[config.mk]
export PLATFORM = sky130hd
export DESIGN_NAME = pressure_temperature_compensation
export DESIGN_NICKNAME = d
export VERILOG_FILES = /design/src/rtl/ptc_pkg.sv /design/src/rtl/ptc_div.sv /design/src/rtl/ptc_ctrl.sv /design/src/rtl/ptc_datapath.sv /design/src/rtl/pressure_temperature_compensation.sv
export SDC_FILE = /design/constraint.sdc
export NUM_CORES = 2
export LEC_CHECK = 0
export BUFFER_PORTS_ARGS = -buffer_cell sky130_fd_sc_hd__buf_2
export CORE_MARGIN = 10
export CORE_UTILIZATION = 50
export CTS_BUF_LIST = sky130_fd_sc_hd__clkbuf_8
export DETAILED_ROUTE_END_ITERATION = 16
export PLACE_DENSITY = 0.76
export SLEW_MARGIN = 10
export SYNTH_ARGS = -nofsm -noshare
export SYNTH_HDL_FRONTEND = slang
export SYNTH_HIERARCHICAL = 1
export SYNTH_SLANG_ARGS = --single-unit
[constraint.sdc]
create_clock -name clk -period 13 [get_ports clk]
set_input_delay 0.65 -clock clk [delete_from_list [all_inputs] [get_ports clk]]
set_output_delay 0.65 -clock clk [all_outputs]
set_load 0.01 [all_outputs]
[src/rtl/ptc_pkg.sv]
`default_nettype none
package ptc_pkg;

	localparam int OUT_FRAC_BITS = 16;
	localparam int Q             = 24;
	localparam int DIV_W         = 24;
	localparam int NUM_W         = 64;
	localparam int PC_W          = 5;
	localparam int REG_IDX_W     = 3;
	localparam int HI_SHIFT      = 32 - Q;

	localparam logic [DIV_W-1:0] DOUT_TEMP  = DIV_W'(1 << (Q - OUT_FRAC_BITS));
	localparam logic [DIV_W-1:0] DOUT_PRESS = DIV_W'(100 << (Q - OUT_FRAC_BITS));

	localparam logic [PC_W-1:0] PC_PRESS = PC_W'(0);
	localparam logic [PC_W-1:0] PC_TEMP  = PC_W'(25);

	typedef enum logic [REG_IDX_W-1:0] {
		REG_COEF_LOW   = 3'd0,
		REG_COEF_MID   = 3'd1,
		REG_COEF_HIGH  = 3'd2,
		REG_TEMP_OSR   = 3'd3,
		REG_PRESS_OSR  = 3'd4
	} reg_idx_t;

	typedef enum logic [3:0] {
		OP_NOP,
		OP_DIV_SCALE,
		OP_STORE,
		OP_MUL_C,
		OP_ADD_C,
		OP_MQ_PREP,
		OP_MQ_LO,
		OP_MQ_HI,
		OP_MQ_SUM,
		OP_MQ_ADD,
		OP_SAVE_A,
		OP_DIV_OUT,
		OP_OUT
	} dp_op_t;

	typedef enum logic [3:0] {
		CS_C0H,
		CS_C1,
		CS_C00,
		CS_C10,
		CS_C01,
		CS_C11,
		CS_C20,
		CS_C21,
		CS_C30,
		CS_ACC_A
	} coef_sel_t;

	typedef enum logic {
		BV_X,
		BV_T
	} bvar_t;

	typedef struct packed {
		dp_op_t    op;
		coef_sel_t coef;
		bvar_t     bvar;
		logic      last;
	} uinstr_t;

	typedef struct packed {
		logic      load;
		dp_op_t    op;
		coef_sel_t coef;
		bvar_t     bvar;
	} dp_cmd_t;

	typedef struct packed {
		logic func;
		logic div_busy;
		logic out_busy;
	} dp_stat_t;

	function automatic logic [DIV_W-1:0] scale_factor(input logic [2:0] code);
		logic [DIV_W-1:0] s;
		case (code)
			3'd0: s = DIV_W'(524288);
			3'd1: s = DIV_W'(1572864);
			3'd2: s = DIV_W'(3670016);
			3'd3: s = DIV_W'(7864320);
			3'd4: s = DIV_W'(253952);
			3'd5: s = DIV_W'(516096);
			3'd6: s = DIV_W'(1040384);
			default: s = DIV_W'(2088960);
		endcase
		return s;
	endfunction

	// pressure program from PC_PRESS, temperature program from PC_TEMP
	function automatic uinstr_t ucode(input logic [PC_W-1:0] pc);
		uinstr_t u;
		case (pc)
			5'd0:  u = '{OP_MUL_C,   CS_C30,   BV_X, 1'b0};
			5'd1:  u = '{OP_ADD_C,   CS_C20,   BV_X, 1'b0};
			5'd2:  u = '{OP_MQ_PREP, CS_C0H,   BV_X, 1'b0};
			5'd3:  u = '{OP_MQ_LO,   CS_C0H,   BV_X, 1'b0};
			5'd4:  u = '{OP_MQ_HI,   CS_C0H,   BV_X, 1'b0};
			5'd5:  u = '{OP_MQ_SUM,  CS_C0H,   BV_X, 1'b0};
			5'd6:  u = '{OP_MQ_ADD,  CS_C10,   BV_X, 1'b0};
			5'd7:  u = '{OP_MQ_PREP, CS_C0H,   BV_X, 1'b0};
			5'd8:  u = '{OP_MQ_LO,   CS_C0H,   BV_X, 1'b0};
			5'd9:  u = '{OP_MQ_HI,   CS_C0H,   BV_X, 1'b0};
			5'd10: u = '{OP_MQ_SUM,  CS_C0H,   BV_X, 1'b0};
			5'd11: u = '{OP_MQ_ADD,  CS_C00,   BV_X, 1'b0};
			5'd12: u = '{OP_SAVE_A,  CS_C0H,   BV_X, 1'b0};
			5'd13: u = '{OP_MUL_C,   CS_C21,   BV_X, 1'b0};
			5'd14: u = '{OP_ADD_C,   CS_C11,   BV_X, 1'b0};
			5'd15: u = '{OP_MQ_PREP, CS_C0H,   BV_X, 1'b0};
			5'd16: u = '{OP_MQ_LO,   CS_C0H,   BV_X, 1'b0};
			5'd17: u = '{OP_MQ_HI,   CS_C0H,   BV_X, 1'b0};
			5'd18: u = '{OP_MQ_SUM,  CS_C0H,   BV_X, 1'b0};
			5'd19: u = '{OP_MQ_ADD,  CS_C01,   BV_X, 1'b0};
			5'd20: u = '{OP_MQ_PREP, CS_C0H,   BV_T, 1'b0};
			5'd21: u = '{OP_MQ_LO,   CS_C0H,   BV_T, 1'b0};
			5'd22: u = '{OP_MQ_HI,   CS_C0H,   BV_T, 1'b0};
			5'd23: u = '{OP_MQ_SUM,  CS_C0H,   BV_T, 1'b0};
			5'd24: u = '{OP_MQ_ADD,  CS_ACC_A, BV_T, 1'b1};
			5'd25: u = '{OP_MUL_C,   CS_C1,    BV_X, 1'b0};
			5'd26: u = '{OP_ADD_C,   CS_C0H,   BV_X, 1'b1};
			default: u = '{OP_NOP,   CS_C0H,   BV_X, 1'b1};
		endcase
		return u;
	endfunction

endpackage
`default_nettype wire

[src/rtl/ptc_div.sv]
`default_nettype none
module ptc_div (
	input  wire logic                      clk,
	input  wire logic                      arst_n,
	input  wire logic                      start,
	input  wire logic [ptc_pkg::NUM_W-1:0] dividend,
	input  wire logic [ptc_pkg::DIV_W-1:0] divisor,
	output logic                           busy,
	output logic [ptc_pkg::NUM_W-1:0]      quotient
);
	import ptc_pkg::*;

	localparam int BITS_PER_CYCLE = 2;
	localparam int STEPS          = NUM_W / BITS_PER_CYCLE;
	localparam int CNT_W          = $clog2(STEPS);

	logic [NUM_W-1:0] num_q, num_nx;
	logic [DIV_W:0]   rem_q, rem_nx;
	logic [DIV_W-1:0] den_q;
	logic [CNT_W-1:0] cnt_q;
	logic             busy_q;

	always_comb begin
		logic [DIV_W:0]   r;
		logic [NUM_W-1:0] n;
		r = rem_q;
		n = num_q;
		for (int k = 0; k < BITS_PER_CYCLE; k++) begin
			r = {r[DIV_W-1:0], n[NUM_W-1]};
			n = {n[NUM_W-2:0], 1'b0};
			if (r >= {1'b0, den_q}) begin
				r    = r - {1'b0, den_q};
				n[0] = 1'b1;
			end
		end
		rem_nx = r;
		num_nx = n;
	end

	always_ff @(posedge clk or negedge arst_n) begin
		if (!arst_n) begin
			busy_q <= 1'b0;
			cnt_q  <= '0;
		end else if (start) begin
			busy_q <= 1'b1;
			cnt_q  <= '0;
		end else if (busy_q) begin
			cnt_q <= cnt_q + CNT_W'(1);
			if (cnt_q == CNT_W'(STEPS - 1)) begin
				busy_q <= 1'b0;
			end
		end
	end

	always_ff @(posedge clk) begin
		if (start) begin
			num_q <= dividend;
			rem_q <= '0;
			den_q <= divisor;
		end else if (busy_q) begin
			num_q <= num_nx;
			rem_q <= rem_nx;
		end
	end

	assign busy     = busy_q;
	assign quotient = num_q;

	a_start_busy: assert property (@(posedge clk) disable iff (!arst_n)
		start |=> (busy_q && cnt_q == '0))
		else $error("divider did not start");

	a_finish: assert property (@(posedge clk) disable iff (!arst_n)
		(busy_q && cnt_q == CNT_W'(STEPS - 1) && !start) |=> !busy_q)
		else $error("divider ran past its last step");

endmodule
`default_nettype wire

[src/rtl/ptc_ctrl.sv]
`default_nettype none
module ptc_ctrl (
	input  wire logic              clk,
	input  wire logic              arst_n,
	input  wire logic              in_valid,
	output logic                   in_ready,
	input  wire ptc_pkg::dp_stat_t stat,
	output ptc_pkg::dp_cmd_t       cmd
);
	import ptc_pkg::*;

	typedef enum logic [5:0] {
		S_IDLE       = 6'b000001,
		S_SCALE      = 6'b000010,
		S_SCALE_WAIT = 6'b000100,
		S_RUN        = 6'b001000,
		S_OUT_START  = 6'b010000,
		S_OUT_WAIT   = 6'b100000
	} state_t;

	state_t          state_q, state_d;
	logic [PC_W-1:0] pc_q, pc_d;
	uinstr_t         ui;

	assign ui = ucode(pc_q);

	always_comb begin
		state_d  = state_q;
		pc_d     = pc_q;
		in_ready = 1'b0;
		cmd      = '{load: 1'b0, op: OP_NOP, coef: CS_C0H, bvar: BV_X};
		case (state_q)
			S_IDLE: begin
				in_ready = 1'b1;
				if (in_valid) begin
					cmd.load = 1'b1;
					state_d  = S_SCALE;
				end
			end
			S_SCALE: begin
				cmd.op  = OP_DIV_SCALE;
				state_d = S_SCALE_WAIT;
			end
			S_SCALE_WAIT: begin
				if (!stat.div_busy) begin
					cmd.op  = OP_STORE;
					pc_d    = stat.func ? PC_PRESS : PC_TEMP;
					state_d = S_RUN;
				end
			end
			S_RUN: begin
				cmd.op   = ui.op;
				cmd.coef = ui.coef;
				cmd.bvar = ui.bvar;
				if (ui.last) begin
					state_d = S_OUT_START;
				end else begin
					pc_d = pc_q + PC_W'(1);
				end
			end
			S_OUT_START: begin
				cmd.op  = OP_DIV_OUT;
				state_d = S_OUT_WAIT;
			end
			S_OUT_WAIT: begin
				// hold while the divider is still busy or the previous result is still unsent
				if (!stat.div_busy && !stat.out_busy) begin
					cmd.op  = OP_OUT;
					state_d = S_IDLE;
				end
			end
			default: begin
				state_d = S_IDLE;
			end
		endcase
	end

	always_ff @(posedge clk or negedge arst_n) begin
		if (!arst_n) begin
			state_q <= S_IDLE;
			pc_q    <= '0;
		end else begin
			state_q <= state_d;
			pc_q    <= pc_d;
		end
	end

endmodule
`default_nettype wire

[src/rtl/ptc_datapath.sv]
`default_nettype none
module ptc_datapath (
	input  wire logic                          clk,
	input  wire logic                          arst_n,
	input  wire ptc_pkg::dp_cmd_t              cmd,
	output ptc_pkg::dp_stat_t                  stat,
	input  wire logic                          cfg_valid,
	input  wire logic [ptc_pkg::REG_IDX_W-1:0] cfg_index,
	input  wire logic [63:0]                   cfg_data,
	input  wire logic                          in_func,
	input  wire logic signed [23:0]            in_raw,
	output logic                               out_valid,
	input  wire logic                          out_ready,
	output logic                               out_quantity,
	output logic signed [31:0]                 out_value
);
	import ptc_pkg::*;

	localparam logic [64:0] RND_HALF = 65'(1) << (Q - 1);

	logic [63:0] coef_low_q, coef_mid_q;
	logic [15:0] coef_high_q;
	logic [2:0]  tosr_q, posr_q;

	logic               func_q;
	logic signed [23:0] raw_q;
	logic signed [31:0] x_q, t_q;
	logic signed [63:0] acc_q, a_q;
	logic [63:0]        mag_q, prod_q, r_q;
	logic               ms_q, cs_q, neg_q;
	logic               out_valid_q, out_quantity_q;
	logic [31:0]        out_value_q;

	always_ff @(posedge clk or negedge arst_n) begin
		if (!arst_n) begin
			coef_low_q  <= '0;
			coef_mid_q  <= '0;
			coef_high_q <= '0;
			tosr_q      <= 3'd3;
			posr_q      <= 3'd3;
		end else if (cfg_valid) begin
			case (reg_idx_t'(cfg_index))
				REG_COEF_LOW:  coef_low_q  <= cfg_data;
				REG_COEF_MID:  coef_mid_q  <= cfg_data;
				REG_COEF_HIGH: coef_high_q <= cfg_data[15:0];
				REG_TEMP_OSR:  tosr_q      <= cfg_data[2:0];
				REG_PRESS_OSR: posr_q      <= cfg_data[2:0];
				default: begin
				end
			endcase
		end
	end

	logic signed [11:0] c0, c0_adj, c0h, c1;
	logic signed [19:0] c00, c10;
	logic signed [15:0] c01, c11, c20, c21, c30;

	assign c0  = coef_low_q[63:52];
	assign c1  = coef_low_q[51:40];
	assign c00 = coef_low_q[39:20];
	assign c10 = coef_low_q[19:0];
	assign c01 = coef_mid_q[63:48];
	assign c11 = coef_mid_q[47:32];
	assign c20 = coef_mid_q[31:16];
	assign c21 = coef_mid_q[15:0];
	assign c30 = coef_high_q;

	// halve towards zero
	assign c0_adj = c0 + 12'(c0[11]);
	assign c0h    = c0_adj >>> 1;

	logic signed [19:0] coef_s;
	logic [19:0]        coef_mag;
	logic signed [63:0] base_s;

	always_comb begin
		case (cmd.coef)
			CS_C0H:  coef_s = 20'(c0h);
			CS_C1:   coef_s = 20'(c1);
			CS_C00:  coef_s = c00;
			CS_C10:  coef_s = c10;
			CS_C01:  coef_s = 20'(c01);
			CS_C11:  coef_s = 20'(c11);
			CS_C20:  coef_s = 20'(c20);
			CS_C21:  coef_s = 20'(c21);
			CS_C30:  coef_s = 20'(c30);
			default: coef_s = '0;
		endcase
	end

	assign coef_mag = coef_s[19] ? 20'(-coef_s) : coef_s;
	assign base_s   = (cmd.coef == CS_ACC_A) ? a_q : (64'(coef_s) <<< Q);

	logic signed [31:0] bvar_s;
	logic [31:0]        bvar_mag, x_mag;

	assign bvar_s   = (cmd.bvar == BV_T) ? t_q : x_q;
	assign bvar_mag = bvar_s[31] ? 32'(-bvar_s) : bvar_s;
	assign x_mag    = x_q[31] ? 32'(-x_q) : x_q;

	logic [31:0] mul_a, mul_b;
	logic [63:0] mul_p;

	always_comb begin
		case (cmd.op)
			OP_MUL_C: begin
				mul_a = 32'(coef_mag);
				mul_b = x_mag;
			end
			OP_MQ_HI: begin
				mul_a = mag_q[63:32];
				mul_b = bvar_mag;
			end
			default: begin
				mul_a = mag_q[31:0];
				mul_b = bvar_mag;
			end
		endcase
	end

	assign mul_p = mul_a * mul_b;

	logic signed [63:0] prod_s, r_s;
	logic [64:0]        lo_rnd;
	logic [63:0]        acc_mag;

	assign prod_s  = cs_q ? -$signed(prod_q) : $signed(prod_q);
	assign r_s     = ms_q ? -$signed(r_q) : $signed(r_q);
	assign lo_rnd  = {1'b0, prod_q} + RND_HALF;
	assign acc_mag = acc_q[63] ? 64'(-acc_q) : acc_q;

	logic             div_start, div_busy;
	logic [DIV_W-1:0] scale, dout, div_den;
	logic [NUM_W-1:0] div_num, div_quot;
	logic [23:0]      raw_mag;

	assign scale     = scale_factor(func_q ? posr_q : tosr_q);
	assign dout      = func_q ? DOUT_PRESS : DOUT_TEMP;
	assign raw_mag   = raw_q[23] ? 24'(-raw_q) : raw_q;
	assign div_start = (cmd.op == OP_DIV_SCALE) || (cmd.op == OP_DIV_OUT);
	assign div_den   = (cmd.op == OP_DIV_SCALE) ? scale : dout;
	assign div_num   = (cmd.op == OP_DIV_SCALE)
		? ((NUM_W'(raw_mag) << Q) + NUM_W'(scale >> 1))
		: (acc_mag + NUM_W'(dout >> 1));

	ptc_div u_div (
		.clk      (clk),
		.arst_n   (arst_n),
		.start    (div_start),
		.dividend (div_num),
		.divisor  (div_den),
		.busy     (div_busy),
		.quotient (div_quot)
	);

	logic [31:0] q_signed, sat_v;

	assign q_signed = neg_q ? (~div_quot[31:0] + 32'd1) : div_quot[31:0];

	always_comb begin
		if (!neg_q) begin
			sat_v = (div_quot > 64'h7FFF_FFFF) ? 32'h7FFF_FFFF : div_quot[31:0];
		end else begin
			sat_v = (div_quot > 64'h8000_0000) ? 32'h8000_0000 : q_signed;
		end
	end

	always_ff @(posedge clk or negedge arst_n) begin
		if (!arst_n) begin
			t_q         <= '0;
			out_valid_q <= 1'b0;
		end else begin
			if ((cmd.op == OP_STORE) && !func_q) begin
				t_q <= q_signed;
			end
			if (cmd.op == OP_OUT) begin
				out_valid_q <= 1'b1;
			end else if (out_ready) begin
				out_valid_q <= 1'b0;
			end
		end
	end

	always_ff @(posedge clk) begin
		if (cmd.load) begin
			func_q <= in_func;
			raw_q  <= in_raw;
		end
		if ((cmd.op == OP_MUL_C) || (cmd.op == OP_MQ_LO) || (cmd.op == OP_MQ_HI)) begin
			prod_q <= mul_p;
		end
		case (cmd.op)
			OP_DIV_SCALE: neg_q <= raw_q[23];
			OP_DIV_OUT:   neg_q <= acc_q[63];
			OP_STORE:     x_q   <= q_signed;
			OP_MUL_C:     cs_q  <= x_q[31] ^ coef_s[19];
			OP_ADD_C:     acc_q <= base_s + prod_s;
			OP_MQ_PREP: begin
				mag_q <= acc_mag;
				ms_q  <= acc_q[63] ^ bvar_s[31];
			end
			OP_MQ_HI:     r_q   <= 64'(lo_rnd >> Q);
			OP_MQ_SUM:    r_q   <= r_q + (prod_q << HI_SHIFT);
			OP_MQ_ADD:    acc_q <= base_s + r_s;
			OP_SAVE_A:    a_q   <= acc_q;
			OP_OUT: begin
				out_value_q    <= sat_v;
				out_quantity_q <= func_q;
			end
			default: begin
			end
		endcase
	end

	assign stat.func     = func_q;
	assign stat.div_busy = div_busy;
	assign stat.out_busy = out_valid_q & ~out_ready;

	assign out_valid    = out_valid_q;
	assign out_quantity = out_quantity_q;
	assign out_value    = out_value_q;

	a_no_overwrite: assert property (@(posedge clk) disable iff (!arst_n)
		(cmd.op == OP_OUT) |-> !(out_valid_q && !out_ready))
		else $error("result overwritten before it was taken");

	a_div_start_idle: assert property (@(posedge clk) disable iff (!arst_n)
		((cmd.op == OP_DIV_SCALE) || (cmd.op == OP_DIV_OUT)) |-> !div_busy)
		else $error("divider restarted while busy");

	a_quot_ready: assert property (@(posedge clk) disable iff (!arst_n)
		((cmd.op == OP_STORE) || (cmd.op == OP_OUT)) |-> !div_busy)
		else $error("quotient taken before the divider finished");

endmodule
`default_nettype wire

[src/rtl/pressure_temperature_compensation.sv]
// Barometric sensor compensation.
// Input beats on s_*: tuser[0] selects temperature (0) or pressure (1), tdata
// holds the signed 24-bit raw reading. Each beat gives one output beat on m_*:
// tuser[0] echoes the selector, tdata is the saturated signed Q16.16 result.
// A temperature beat also updates the stored scaled temperature used by
// later pressure beats; pressure before any temperature uses zero.
// The cfg_* channel writes the three calibration registers and the two
// oversampling codes by index; it is always ready and must only be used idle.
// Two passes through the shared radix-4 divider (for the oversampling
// scaling and the final output scaling) and the sequence of 32x32 products
// on the single multiplier make up each computation; one item is computed
// at a time, so a new input beat is taken only once the previous result
// has been passed to the output register.
// Reset clears the calibration registers, sets both oversampling codes to 3
// and zeroes the stored temperature. A stalled receiver holds the result in
// the output register; the next input beat is taken meanwhile and its result
// waits until the previous one has gone.
`default_nettype none
module pressure_temperature_compensation (
	input  wire logic                          clk,
	input  wire logic                          arst_n,
	input  wire logic                          s_tvalid,
	output logic                               s_tready,
	input  wire logic [23:0]                   s_tdata,  // raw_sample
	input  wire logic [0:0]                    s_tuser,  // func
	output logic                               m_tvalid,
	input  wire logic                          m_tready,
	output logic [31:0]                        m_tdata,  // compensated_value
	output logic [0:0]                         m_tuser,  // quantity
	input  wire logic                          cfg_valid,
	output logic                               cfg_ready,
	input  wire logic [ptc_pkg::REG_IDX_W-1:0] cfg_index,
	input  wire logic [63:0]                   cfg_data
);
	import ptc_pkg::*;

	dp_cmd_t            cmd;
	dp_stat_t           stat;
	logic signed [31:0] out_value;

	assign cfg_ready = 1'b1;

	ptc_ctrl u_ctrl (
		.clk      (clk),
		.arst_n   (arst_n),
		.in_valid (s_tvalid),
		.in_ready (s_tready),
		.stat     (stat),
		.cmd      (cmd)
	);

	ptc_datapath u_dp (
		.clk          (clk),
		.arst_n       (arst_n),
		.cmd          (cmd),
		.stat         (stat),
		.cfg_valid    (cfg_valid),
		.cfg_index    (cfg_index),
		.cfg_data     (cfg_data),
		.in_func      (s_tuser[0]),
		.in_raw       ($signed(s_tdata)),
		.out_valid    (m_tvalid),
		.out_ready    (m_tready),
		.out_quantity (m_tuser[0]),
		.out_value    (out_value)
	);

	assign m_tdata = out_value;

endmodule
`default_nettype wire

==> qor.csv <==
stage;metric;value;unit
final_layout;share of post-route cells with drive strength above 1;0.113;
drt;vias per cell;6.06;
pwr;Pint;11.3;mW
global_routing;antenna violations before repair;11;
drt;remaining antenna violation count;0;
pwr;power share of the sequential group;0.167;
yosys;#FFs+latches synth;725;
yosys;Distinct cells, synth;113;
critical_path;Setup crit end kind;flip-flop;
critical_path;Worst path max stage delay;610;ps
sta;Worst-Margin Slew;1300;ps
yosys;Seq/Total Area, Yosys;0.251;
global_routing;first-pass GRT wire length;426;mm
clock_network;Root Buffer;clkbuf_8;
drt;via count;68879;
global_routing;met1 Track Usage GR;0.424;
pwr;Pwr per Cell Area;258;mW/mm2
drt;iteration count of the initial detailed-routing pass;6;
clock_network;Worst-path clk slew;60;ps
final_layout;most frequent cells in the layout;1189 x inv_1, 1039 x nand2_1, 900 x fa_1;
floorplan;die span in y;425;um
run_status;outcome;complete, no violations;
sta;Final Hold Fails;0;
drt;drt drc;0;
yosys;yosys warns;6;
global_routing;busiest grt layer;met2;
critical_path;Max Fanout on Critical Path;16;
clock_network;Num CTS Buffers;134;
placed_design;# port buffers;131;
clock_network;CTS Buffer Depth;3;
run;max cap viols;0;
placed_design;Final Wtd Congestion;1.01;
yosys;top_reg_cell synth;edfxtp_1;
sta;worst clock skew;69.9;ps
global_routing;largest net degree at the start of global routing;92;
final_layout;NumNets Final;10542;
final_layout;filler cell count;14302;
global_routing;GRT Total Usage;0.308;
critical_path;Worst EP arrival;13250;ps
placed_design;dpl hpwl;223;mm
final_layout;area grow syn2layout;9.64;%
global_routing;met2 Use GR;0.460;
floorplan;starting density of the core;0.503;
global_routing;via count of the first global-routing pass;68202;
global_routing;grt ovf;0;
critical_path;CP Class;reg -> reg;
sta;Worst Hold Slack;52.0;ps
sta;Tmin final;12640;ps
sta;final slew viol count;0;
sta;Final setup viols;0;
pwr;Max rail drop VDD;0.000748;V
yosys;synthesized netlist cell count;8873;
final_layout;Storage cell area;0.0205;mm2
yosys;number of flops mapped to enable cells by yosys;501;
final_layout;leading cell type in the layout, fill and taps excluded;inv_1;
pwr;net switching power;11.9;mW
drt;drt wl/cell;24.7;um
yosys;Async SR Flop Fraction;0.276;
critical_path;critical path's slowest cell;fa_1;
floorplan;die area;0.180;mm2
pwr;Sw Share;0.513;
hold_path;Tightest Hold Check Type;in -> reg;
floorplan;# rows;148;
yosys;Post-Synthesis Cell Area;0.0819;mm2
global_routing;met3 Usage GRT;0.0839;
yosys;Mapped Avg Cell Area;9.23;um2
critical_path;worst path required time;13610;ps
drt;final WL;281;mm
critical_path;crit path launch type;flip-flop;
final_layout;post-layout util;0.552;
floorplan;core area;0.163;mm2
drt;drt initial violations;8550;
pwr;Gate power share;0.733;
sta;period utilisation layout;0.973;
clock_network;clock latency on the worst-skew pair;940;ps
pwr;LEAKAGE;40.0;nW
sta;Worst slew margin;0.130;
clock_network;CTS tree;done;
floorplan;Die Wd;425;um
pwr;Clk network pwr share;0.100;
final_layout;Multi-input gate area;0.0557;mm2
sta;fmax;79.1;MHz
sta;setup tns final;0;ps
clock_network;CTS sink cnt;725;
floorplan;Boundary Pins;133;
clock_network;htree depth;4;
==> per-stage QoR <==
stage,instances,setup slack (ps),power (mW),area (um2)
floorplan,8884,225,14.4,81900
global placement,11039,197,20.0,86000
detailed placement,11039,150,20.0,86000
CTS,11358,73.2,22.6,89500
global route,11369,-38.6,24.7,89800
finish,11373,355,23.1,89800
==> cell usage after synthesis, drive strengths merged, types with 16 or more instances <==
library cell | n | area [um2]
inv | 1151 | 4320
nand2 | 1042 | 3910
fa | 900 | 18000
nor2 | 859 | 3220
edfxtp | 501 | 15000
ha | 459 | 5740
xnor2 | 397 | 3480
o21ai | 373 | 1870
clkbuf | 357 | 1340
a21oi | 337 | 1690
mux2 | 270 | 3040
xor2 | 213 | 1870
dfrtp | 195 | 4880
a21o | 142 | 1070
nand3 | 135 | 676
nor3 | 108 | 557
o31ai | 107 | 808
and2 | 97 | 609
buf | 80 | 395
nand4 | 65 | 413
or3 | 64 | 405
nand2b | 61 | 389
o21a | 61 | 458
mux2i | 60 | 601
and3 | 57 | 362
nor2b | 55 | 344
o41ai | 47 | 412
a211oi | 46 | 345
or4 | 46 | 360
or2 | 43 | 269
nor4 | 42 | 282
a31oi | 33 | 206
o21bai | 32 | 240
o211ai | 27 | 203
nor3b | 25 | 188
dfxtp | 24 | 480
a22oi | 22 | 165
a221oi | 21 | 184
a311oi | 20 | 175
nand3b | 20 | 150
and4 | 18 | 158
a22o | 16 | 140
o311ai | 16 | 140
==> layer usage <==
| layer | vias up | share of wire |
|---|---|---|
| met4 | 6 | 0.048 |
| met2 | 3840 | 0.43 |
| li1 | 30108 | - |
| met1 | 34235 | 0.40 |
| met5 | - | 0.00017 |
| met3 | 690 | 0.12 |
==> path summary, 6_finish.rpt <==
| kind | cells after the start | endpoint | slack (ps) | startpoint |
|---|---|---|---|---|
| min in group asynchronous | 2 | u_dp/coef_mid_q[26]$_DFFE_PN0P_ | 290 | arst_n |
| setup / recovery | 42 | u_dp/prod_q[63]$_DFFE_PP_ | 360 | u_ctrl/state_q[1]$_DFFE_PN0P_ |
| hold reg to reg | 2 | u_dp/u_div/rem_q[12]$_SDFFE_PP0P_ | 500 | u_dp/u_div/rem_q[12]$_SDFFE_PP0P_ |
| hold / removal | 2 | u_dp/coef_low_q[18]$_DFFE_PN0P_ | 50 | cfg_data[18] |
| setup reg to reg | 42 | u_dp/prod_q[63]$_DFFE_PP_ | 360 | u_ctrl/state_q[1]$_DFFE_PN0P_ |
| max in group asynchronous | 3 | u_dp/c30[1]$_DFFE_PN0P_ | 11230 | arst_n |
==> layout make-up <==
cell class                 instances  share of cell area
tap                             2175              0.0303
clock buffer                     135              0.0207
sequential                       725               0.229
timing repair buffer             502              0.0416
multi-input combinational       6571               0.621
inverter                        1152              0.0482
clock inverter                   107             0.00944
antenna                            6            0.000167
==> power groups by stage <==
| stage | combinational [mW] | sequential [mW] | clock, mW |
|---|---|---|---|
| 2_1_floorplan | 10.7 | 3.73 | 0 |
| 3_3_place_gp | 16.1 | 3.88 | 0 |
| 3_5_place_dp | 16.1 | 3.89 | 0 |
| 4_1_cts | 16.4 | 3.85 | 2.34 |
| 5_1_grt | 18.3 | 3.91 | 2.45 |
| 6_report | 17.0 | 3.87 | 2.30 |
==> cell families (layout without fill, tap and decap cells) <==
kind of cell,count (synthesis),in the layout,share of synthesized area
AND/OR/NAND/NOR,2774,2775,0.154
multiplexers,337,337,0.0464
XOR/XNOR,610,610,0.0652
other,2,19,0.0000917
AO/OA/AOI/OAI,1476,1476,0.119
buffers and inverters,1589,1896,0.0740
adder cells (fa/ha/maj),1360,1360,0.290
flip-flops,725,725,0.251
==> registers in the layout (all words and copies together) (netlist names), 3 cells and up <==
| signal | flops |
|---|---|
| u_dp/a_q | 64 |
| u_dp/acc_q | 64 |
| u_dp/coef_low_q | 64 |
| u_dp/coef_mid_q | 64 |
| u_dp/mag_q | 64 |
| u_dp/prod_q | 64 |
| u_dp/r_q | 64 |
| u_dp/u_div/quotient | 64 |
| u_dp/out_value | 32 |
| u_dp/t_q | 32 |
| u_dp/x_q | 32 |
| u_dp/raw_q | 24 |
| u_dp/u_div/den_q | 24 |
| u_dp/u_div/rem_q | 24 |
| u_dp/c30 | 16 |
| u_ctrl/state_q | 6 |
| u_ctrl/pc_q | 5 |
| u_dp/u_div/cnt_q | 5 |
| u_dp/posr_q | 3 |
| u_dp/tosr_q | 3 |
==> worst max-delay path: cells and delay by family, from the launching register on <==
family / cells / cell delay (ps)
XOR/XNOR: 2 / 690
AO/OA/AOI/OAI: 13 / 3450
multiplexers: 1 / 550
adder cells (fa/ha/maj): 9 / 4220
flip-flops: 1 / 410
AND/OR/NAND/NOR: 5 / 1360
buffers and inverters: 12 / 1640
==> timing repair <==
item,CTS,global route
hold buffers,77,0
setup buffers,0,7
setup endpoints to repair,0,32
resized for setup,0,48
hold endpoints to repair,189,0
(Power assumes the default switching activity.)
